## src/sv/sha1s_pkg.sv

```systemverilog
// Shared types and constants for the SHA-1 stream hasher.
`default_nettype none

package sha1s_pkg;

  // Round constants, one per group of 20 rounds
  localparam logic [31:0] K_0 = 32'h5A827999;
  localparam logic [31:0] K_1 = 32'h6ED9EBA1;
  localparam logic [31:0] K_2 = 32'h8F1BBCDC;
  localparam logic [31:0] K_3 = 32'hCA62C1D6;

  // Initial chaining value
  localparam logic [31:0] SHA1_IV [5] = '{
    32'h67452301, 32'hEFCDAB89, 32'h98BADCFE, 32'h10325476, 32'hC3D2E1F0
  };

  localparam logic [7:0] PAD_BYTE   = 8'h80;
  localparam int         NUM_WORDS  = 5;
  localparam int         NUM_ROUNDS = 80;
  localparam logic [5:0] LEN_START  = 6'd56;
  localparam logic [5:0] FILL_LAST  = 6'd63;

  // Source of the byte written into the block buffer
  typedef enum logic [1:0] {
    SEL_DATA  = 2'd0,
    SEL_PAD80 = 2'd1,
    SEL_ZERO  = 2'd2,
    SEL_LEN   = 2'd3
  } byte_sel_t;

  // Controller to datapath commands
  typedef struct packed {
    logic      wr_byte;    // write one byte at the fill position
    byte_sel_t sel;        // which byte to write
    logic      add_len;    // count eight more message bits
    logic      load_work;  // load working vars from chain, restart rounds
    logic      round_step; // run one compression round
    logic      fold;       // add working vars into chain
    logic      emit_next;  // advance the digest word pointer
    logic      init;       // return chain, length and pointer to start
  } dp_cmd_t;

  // Datapath to controller status
  typedef struct packed {
    logic [5:0] fill;
    logic       round_last;
    logic       emit_last;
  } dp_stat_t;

endpackage

`default_nettype wire

```

## src/sv/sha1s_if.sv

```systemverilog
// Valid/ready channel interfaces for the input and digest items.
`default_nettype none

interface sha1s_in_if;
  logic       valid;
  logic       ready;
  logic       operation;
  logic [7:0] data_byte;

  modport source (output valid, output operation, output data_byte, input ready);
  modport sink   (input valid, input operation, input data_byte, output ready);
endinterface

interface sha1s_out_if;
  logic        valid;
  logic        ready;
  logic [31:0] digest_word;
  logic [2:0]  word_index;
  logic        last_word;

  modport source (output valid, output digest_word, output word_index,
                  output last_word, input ready);
  modport sink   (input valid, input digest_word, input word_index,
                  input last_word, output ready);
endinterface

`default_nettype wire

```

## src/sv/sha1s_datapath.sv

```systemverilog
// Datapath: block buffer with schedule window, round unit, chain and length.
`default_nettype none

module sha1s_datapath (
  input  wire logic               clk,
  input  wire logic               rst,
  input  wire sha1s_pkg::dp_cmd_t cmd,
  input  wire logic [7:0]         data_byte,
  output sha1s_pkg::dp_stat_t     stat,
  output logic [31:0]             digest_word,
  output logic [2:0]              word_index
);
  import sha1s_pkg::*;

  logic [31:0] chain [NUM_WORDS];
  logic [31:0] wk    [NUM_WORDS];   // a, b, c, d, e
  logic [31:0] w     [16];          // block words, then schedule window
  logic [63:0] len;
  logic [5:0]  fill;
  logic [6:0]  rnd;
  logic [2:0]  emit_idx;

  logic [7:0]  wr_data;
  logic [31:0] cur_w;
  logic [31:0] f_val;
  logic [31:0] k_val;
  logic [31:0] t_val;

  // Byte source selection
  always_comb begin
    unique case (cmd.sel)
      SEL_DATA:  wr_data = data_byte;
      SEL_PAD80: wr_data = PAD_BYTE;
      SEL_ZERO:  wr_data = '0;
      SEL_LEN:   wr_data = len[{~fill[2:0], 3'b000} +: 8];
    endcase
  end

  // Round function, constant and schedule word
  always_comb begin
    cur_w = (rnd < 7'd16) ? w[0]
          : {w[13][30:0] ^ w[8][30:0] ^ w[2][30:0] ^ w[0][30:0],
             w[13][31] ^ w[8][31] ^ w[2][31] ^ w[0][31]};
    if (rnd < 7'd20) begin
      f_val = (wk[1] & wk[2]) | (~wk[1] & wk[3]);
      k_val = K_0;
    end else if (rnd < 7'd40) begin
      f_val = wk[1] ^ wk[2] ^ wk[3];
      k_val = K_1;
    end else if (rnd < 7'd60) begin
      f_val = (wk[1] & wk[2]) | (wk[1] & wk[3]) | (wk[2] & wk[3]);
      k_val = K_2;
    end else begin
      f_val = wk[1] ^ wk[2] ^ wk[3];
      k_val = K_3;
    end
    t_val = {wk[0][26:0], wk[0][31:27]} + f_val + wk[4] + cur_w + k_val;
  end

  // Block buffer: byte writes while filling, word shift while compressing
  always_ff @(posedge clk) begin
    if (cmd.wr_byte) begin
      w[fill[5:2]][{~fill[1:0], 3'b000} +: 8] <= wr_data;
    end else if (cmd.round_step) begin
      for (int i = 0; i < 15; i++) begin
        w[i] <= w[i+1];
      end
      w[15] <= cur_w;
    end
  end

  // Working variables
  always_ff @(posedge clk) begin
    if (cmd.load_work) begin
      for (int i = 0; i < NUM_WORDS; i++) begin
        wk[i] <= chain[i];
      end
    end else if (cmd.round_step) begin
      wk[0] <= t_val;
      wk[1] <= wk[0];
      wk[2] <= {wk[1][1:0], wk[1][31:2]};
      wk[3] <= wk[2];
      wk[4] <= wk[3];
    end
  end

  // Control counters, length and chaining value
  always_ff @(posedge clk) begin
    if (rst) begin
      for (int i = 0; i < NUM_WORDS; i++) begin
        chain[i] <= SHA1_IV[i];
      end
      len      <= '0;
      fill     <= '0;
      rnd      <= '0;
      emit_idx <= '0;
    end else begin
      if (cmd.wr_byte) fill <= fill + 6'd1;
      if (cmd.add_len) len  <= len + 64'd8;
      if (cmd.load_work) begin
        rnd <= '0;
      end else if (cmd.round_step) begin
        rnd <= rnd + 7'd1;
      end
      if (cmd.fold) begin
        for (int i = 0; i < NUM_WORDS; i++) begin
          chain[i] <= chain[i] + wk[i];
        end
      end
      if (cmd.emit_next) emit_idx <= emit_idx + 3'd1;
      if (cmd.init) begin
        for (int i = 0; i < NUM_WORDS; i++) begin
          chain[i] <= SHA1_IV[i];
        end
        len      <= '0;
        emit_idx <= '0;
      end
    end
  end

  // Digest word selection
  always_comb begin
    case (emit_idx)
      3'd0:    digest_word = chain[0];
      3'd1:    digest_word = chain[1];
      3'd2:    digest_word = chain[2];
      3'd3:    digest_word = chain[3];
      default: digest_word = chain[4];
    endcase
  end

  assign word_index      = emit_idx;
  assign stat.fill       = fill;
  assign stat.round_last = (rnd == 7'(NUM_ROUNDS - 1));
  assign stat.emit_last  = (emit_idx == 3'(NUM_WORDS - 1));

endmodule

`default_nettype wire

```

## src/sv/sha1s_ctrl.sv

```systemverilog
// Controller: absorb, padding, compression sequencing and digest output.
`default_nettype none

module sha1s_ctrl (
  input  wire logic                clk,
  input  wire logic                rst,
  input  wire logic                in_valid,
  input  wire logic                operation,
  output logic                     in_ready,
  output logic                     out_valid,
  input  wire logic                out_ready,
  input  wire sha1s_pkg::dp_stat_t stat,
  output sha1s_pkg::dp_cmd_t       cmd
);
  import sha1s_pkg::*;

  typedef enum logic [4:0] {
    ST_IDLE  = 5'b00001,
    ST_PAD   = 5'b00010,
    ST_ROUND = 5'b00100,
    ST_FOLD  = 5'b01000,
    ST_EMIT  = 5'b10000
  } state_t;

  state_t state, state_next;
  logic   finishing, finishing_next;
  logic   len_phase, len_phase_next;
  logic   accept;

  assign in_ready  = (state == ST_IDLE);
  assign out_valid = (state == ST_EMIT);
  assign accept    = in_valid && in_ready;

  // Next state and datapath commands
  always_comb begin
    state_next     = state;
    finishing_next = finishing;
    len_phase_next = len_phase;
    cmd            = '0;
    cmd.sel        = SEL_DATA;
    unique case (state)
      ST_IDLE: begin
        if (accept) begin
          cmd.wr_byte   = 1'b1;
          cmd.sel       = operation ? SEL_PAD80 : SEL_DATA;
          cmd.add_len   = !operation;
          cmd.load_work = (stat.fill == FILL_LAST);
          finishing_next = operation;
          if (stat.fill == FILL_LAST) begin
            state_next = ST_ROUND;
          end else if (operation) begin
            state_next = ST_PAD;
          end
        end
      end
      ST_PAD: begin
        cmd.wr_byte   = 1'b1;
        cmd.sel       = (len_phase || stat.fill == LEN_START) ? SEL_LEN : SEL_ZERO;
        cmd.load_work = (stat.fill == FILL_LAST);
        if (stat.fill == LEN_START) len_phase_next = 1'b1;
        if (stat.fill == FILL_LAST) state_next = ST_ROUND;
      end
      ST_ROUND: begin
        cmd.round_step = 1'b1;
        if (stat.round_last) state_next = ST_FOLD;
      end
      ST_FOLD: begin
        cmd.fold = 1'b1;
        if (!finishing) begin
          state_next = ST_IDLE;
        end else if (len_phase) begin
          state_next = ST_EMIT;
        end else begin
          state_next = ST_PAD;
        end
      end
      ST_EMIT: begin
        if (out_ready) begin
          cmd.emit_next = 1'b1;
          if (stat.emit_last) begin
            cmd.init       = 1'b1;
            finishing_next = 1'b0;
            len_phase_next = 1'b0;
            state_next     = ST_IDLE;
          end
        end
      end
      default: state_next = ST_IDLE;
    endcase
  end

  always_ff @(posedge clk) begin
    if (rst) begin
      state     <= ST_IDLE;
      finishing <= 1'b0;
      len_phase <= 1'b0;
    end else begin
      state     <= state_next;
      finishing <= finishing_next;
      len_phase <= len_phase_next;
    end
  end

endmodule

`default_nettype wire

```

## src/sv/sha1_stream_hasher.sv

```systemverilog
// Top level of the streaming SHA-1 hasher.
//
// Each absorb item carries one message byte; the 64th byte of a block starts
// an 80-round compression on a single shared round unit (one round per cycle)
// followed by a chaining-value update. A finish item writes the 0x80 byte,
// then zero padding and the 64-bit big-endian bit length one byte per cycle,
// runs one or two compressions, and then offers the five digest words as five
// items, word 0 first, with last_word set on word 4. The input is not ready
// while a block is compressed, padded or the digest is being delivered; after
// the last digest word the block is back at its initial state for a new
// message.
`default_nettype none

module sha1_stream_hasher (
  input  wire logic    clk,
  input  wire logic    rst,
  sha1s_in_if.sink     din,
  sha1s_out_if.source  dout
);
  import sha1s_pkg::*;

  dp_cmd_t  cmd;
  dp_stat_t stat;

  sha1s_ctrl u_ctrl (
    .clk       (clk),
    .rst       (rst),
    .in_valid  (din.valid),
    .operation (din.operation),
    .in_ready  (din.ready),
    .out_valid (dout.valid),
    .out_ready (dout.ready),
    .stat      (stat),
    .cmd       (cmd)
  );

  sha1s_datapath u_dp (
    .clk         (clk),
    .rst         (rst),
    .cmd         (cmd),
    .data_byte   (din.data_byte),
    .stat        (stat),
    .digest_word (dout.digest_word),
    .word_index  (dout.word_index)
  );

  assign dout.last_word = stat.emit_last;

endmodule

`default_nettype wire

```

## src/flat_wrapper.sv

```systemverilog
// flat-port wrapper written by rule: the top's interface ports become plain ports
module sha1_stream_hasher_flat import sha1s_pkg::*;
  (clk, rst, din_valid, din_operation, din_data_byte, din_ready, dout_valid, dout_digest_word, dout_word_index, dout_last_word, dout_ready);
  sha1s_in_if din_i ();
  sha1s_out_if dout_i ();
  input  wire logic clk;
  input  wire logic rst;
  input wire logic [$bits(din_i.valid)-1:0] din_valid;
  input wire logic [$bits(din_i.operation)-1:0] din_operation;
  input wire logic [$bits(din_i.data_byte)-1:0] din_data_byte;
  output wire logic [$bits(din_i.ready)-1:0] din_ready;
  output wire logic [$bits(dout_i.valid)-1:0] dout_valid;
  output wire logic [$bits(dout_i.digest_word)-1:0] dout_digest_word;
  output wire logic [$bits(dout_i.word_index)-1:0] dout_word_index;
  output wire logic [$bits(dout_i.last_word)-1:0] dout_last_word;
  input wire logic [$bits(dout_i.ready)-1:0] dout_ready;
  assign din_i.valid = din_valid;
  assign din_i.operation = din_operation;
  assign din_i.data_byte = din_data_byte;
  assign din_ready = din_i.ready;
  assign dout_valid = dout_i.valid;
  assign dout_digest_word = dout_i.digest_word;
  assign dout_word_index = dout_i.word_index;
  assign dout_last_word = dout_i.last_word;
  assign dout_i.ready = dout_ready;
  sha1_stream_hasher u_core (.clk(clk), .rst(rst), .din(din_i), .dout(dout_i));
endmodule
```

## config.mk

```make
export PLATFORM = sky130hd
export DESIGN_NAME = sha1_stream_hasher_flat
export DESIGN_NICKNAME = d
export VERILOG_FILES = /design/src/sv/sha1s_pkg.sv /design/src/sv/sha1s_if.sv /design/src/sv/sha1s_datapath.sv /design/src/sv/sha1s_ctrl.sv /design/src/sv/sha1_stream_hasher.sv /design/src/flat_wrapper.sv
export SDC_FILE = /design/constraint.sdc
export NUM_CORES = 2
export LEC_CHECK = 0
export ABC_AREA = 1
export BUFFER_PORTS_ARGS = -buffer_cell sky130_fd_sc_hd__buf_2
export CAP_MARGIN = 10
export CORE_MARGIN = 1
export CORE_UTILIZATION = 32
export CTS_BUF_LIST = sky130_fd_sc_hd__clkbuf_4 sky130_fd_sc_hd__clkbuf_8
export DETAILED_ROUTE_END_ITERATION = 8
export GPL_ROUTABILITY_DRIVEN = 0
export RECOVER_POWER = 50
export SYNTH_ARGS = -nofsm -noshare
export SYNTH_HDL_FRONTEND = slang
export SYNTH_SLANG_ARGS = --single-unit
```

## constraint.sdc

```tcl
create_clock -name clk -period 18.9 [get_ports clk]
set_input_delay 1.89 -clock clk [delete_from_list [all_inputs] [get_ports clk]]
set_output_delay 1.89 -clock clk [all_outputs]
set_load 0.1 [all_outputs]
```

==> results.py <==
metrics = {
    "timing": {
        "slew_violations": 974,
        "setup_slack_ps": 9240,
        "fin_setup_tns_ps": 0,
        "fin_skew_ps": 99.9,
        "slew_headroom_pct": -193,
        "setup_viol": 0,
        "whs_ps": 469,
        "max_freq_mhz": 104,
        "fin_crit_ps": 9660,
        "rsz0062_at_grt": "no",
        "max_slew.worst_pin.slew_ps": 4400,
        "hold_viol_final": 0,
        "period_share_pct": 51.1,
    },
    "floorplan": {
        "start_util_pct": 32.2,
        "num_io_pins": 51,
        "die_area_sq_um": 177000,
        "coreArea_sq_um": 174000,
        "die_height_microns": 421,
        "dieWidth_microns": 421,
        "num_rows": 153,
    },
    "layout": {
        "finalNonFillerCells": 9193,
        "n_fill_cell": 17942,
        "post-route-util_pct": 35.5,
        "multi_input_area_sq_um": 25900,
        "nNetsFinal": 7081,
        "layout_common_cells": "2169 x nand2_1, 832 x edfxtp_1, 657 x inv_1",
        "final_common_cell": "nand2_1",
        "register_area_sq_um": 26700,
        "drive_gt1_share_pct": 5.94,
        "stdcell_area_sq_um": 61800,
        "area_growth_pct": 10.3,
    },
    "critical_path": {
        "worst_ep_arrival_time_ps": 10170,
        "crit_path_end_kind": "flip-flop",
        "crit_path_max_fanout": 120,
        "start_kind": "flip-flop",
        "worst_ep_required_time_ps": 19410,
        "path_class": "flip-flop to flip-flop",
    },
    "detailed_routing": {
        "firstDrtPassIters": 7,
        "via_count": 48733,
        "avgRoutedWirePerCell_microns": 21.2,
        "wl_microns": 195000,
        "drtIter0Drc": 6287,
        "final_antenna_net_count": 0,
        "post_drt_via_cell_ratio": 5.30,
        "drc_errors": 0,
    },
    "synthesis": {
        "synth_area_leaders": "edfxtp_1 45%, nand2_1 15%, ha_1 4.6%",
        "muxShareOfSynthArea_pct": 0,
        "yosysSeqAreaShare_pct": 47.6,
        "synthAdderAreaFrac_pct": 9.02,
        "synth.avg_cell_area_sq_um": 8.42,
        "synth_nets": 7004,
        "synth_cell_types": 54,
        "synth_cells": 6662,
        "synth_xor_area_share_pct": 2.45,
        "synth_top_area_cell": "edfxtp_1",
        "synth_top_area_share_pct": 44.6,
        "synth-compound-area-share_pct": 11.1,
        "netlist_area_sq_um": 56100,
        "synth_top_family_by_area": "simple AND/OR/NAND/NOR gates",
        "synth-seq-cells": 916,
        "ys_warn_count": 0,
        "synth-simple-area-share_pct": 23.6,
    },
    "cts": {
        "clock_latency_ps": 960,
        "cts_tree": "built",
        "cts_buffer_depth": 3,
        "cts_max_level": 4,
        "cts-resized-gates": 0,
        "clockRootBuffer": "clkbuf_8",
        "cts_hold_buf": 0,
        "numClockSinks": 916,
        "clk_pin_slew_ps": 60,
        "post_cts_buffers": 0,
        "numCtsBuffers": 162,
    },
    "global_routing": {
        "grt_use_total_pct": 21.7,
        "grt_pass1_wl_microns": 289000,
        "antenna_found_initial": 8,
        "grt-ovfl-total": 0,
        "grt_pass1_vias": 46303,
        "grt_start_max_net_pins": 121,
    },
    "outcome": {
        "outcome": "finished, violations left",
        "violations": "capacitance limit, slew limit",
    },
    "placed_design": {
        "dpl_cell_area_sq_um": 58800,
        "post-place-ws_ps": 12660,
        "hpwl_microns": 146000,
        "numPortBuffers": 50,
        "dpl.cell_count": 8882,
    },
    "power": {
        "ir_drop_uv": 73.2,
        "leakage_nw": 26.4,
        "power_mw": 5.45,
        "p_per_area_nw_per_um2": 88.1,
    },
    "worst_hold_path": {
        "min-delay-path-class": "flip-flop to flip-flop",
    },
    "run": {
        "maxCapViolCount": 15,
    },
}
-- final timing paths --
path	start	endpoint	slack, ps	cells after the start
worst max-delay path	u_core.u_ctrl.state[0]$_SDFFE_PP1P_	u_core.u_dp.w[15][12]$_DFFE_PP_	9240	7
worst min-delay path	u_core.u_dp.len[63]$_SDFFE_PP0P_	u_core.u_dp.len[63]$_SDFFE_PP0P_	470	2
worst min register to register	u_core.u_dp.len[63]$_SDFFE_PP0P_	u_core.u_dp.len[63]$_SDFFE_PP0P_	470	2
worst max register to register	u_core.u_ctrl.state[0]$_SDFFE_PP1P_	u_core.u_dp.w[15][12]$_DFFE_PP_	9240	7
-- report_power, final --
group | switching, mW | total [mW] | internal (mW) | leakage, nW
logic | 0.861 | 1.19 | 0.328 | 16.1
registers | 0.0462 | 2.38 | 2.33 | 8.58
clock network | 0.914 | 1.88 | 0.965 | 1.68
total | 1.82 | 5.45 | 3.62 | 26.4
-- cells in the mapped netlist, drive strengths merged --
library cell / number
edfxtp: 832
nand3: 352
a21o: 21
o31ai: 4
nor3: 78
nor2: 493
a211oi: 2
a32oi: 2
a221oi: 35
or2: 31
clkbuf: 144
nand4: 64
clkinv: 4
nor4: 8
dfxtp: 84
a31oi: 55
xor2: 37
o21ai: 490
a21boi: 13
buf: 83
o311ai: 1
o221ai: 24
a21oi: 388
nand3b: 10
and3: 6
and2: 2
o22ai: 2
inv: 669
nor3b: 4
fa: 125
xnor2: 120
o211ai: 13
a31o: 5
ha: 204
o2111ai: 1
nand2: 2195
o21bai: 28
o21a: 32
o211a: 1
-- kinds of logic after synthesis --
kind of cell | after synthesis
adders and majority gates | 329
xor gates and xnor gates | 157
and+or+nand+nor | 3243
DFF | 916
AOI/OAI and AO/OA | 1117
buffers and inverters | 900
-- layout make-up --
| class | instances | area share, % |
|---|---|---|
| Sequential cell | 916 | 43.1 |
| Clock inverter | 78 | 0.842 |
| Tap cell | 2325 | 4.70 |
| Timing Repair Buffer | 140 | 1.13 |
| Inverter | 673 | 4.09 |
| Clock buffer | 212 | 4.28 |
| Multi-Input combinational cell | 4846 | 41.8 |
| Antenna cell | 3 | 0.0121 |
-- state kept, by name, indices dropped and copies added (netlist names) --
signal / count
u_core.u_dp.w: 512
u_core.u_dp.chain: 160
u_core.u_dp.wk: 160
u_core.u_dp.len: 61
u_core.u_dp.rnd: 7
u_core.u_dp.fill: 6
u_core.u_ctrl.state: 5
u_core.u_dp.word_index: 3
u_core.u_ctrl.finishing: 1
u_core.u_ctrl.len_phase: 1
-- worst max-delay path, stage by stage, from the launching register on --
cell	delay, ps
dfxtp_1	330
nor2_1	180
nand2_2	80
nor3_1	650
clkinvlp_2	3530
clkbuf_1	1940
clkbuf_1	1390
o21ai_0	1010
-- layer usage --
metal	global-route usage [%]	wire length [microns]
met1	28.8	79900
met2	32.8	84400
met3	4.80	19600
met4	11.6	10900
met5	0	25
No activity file was read; power rests on OpenSTA's default activity.
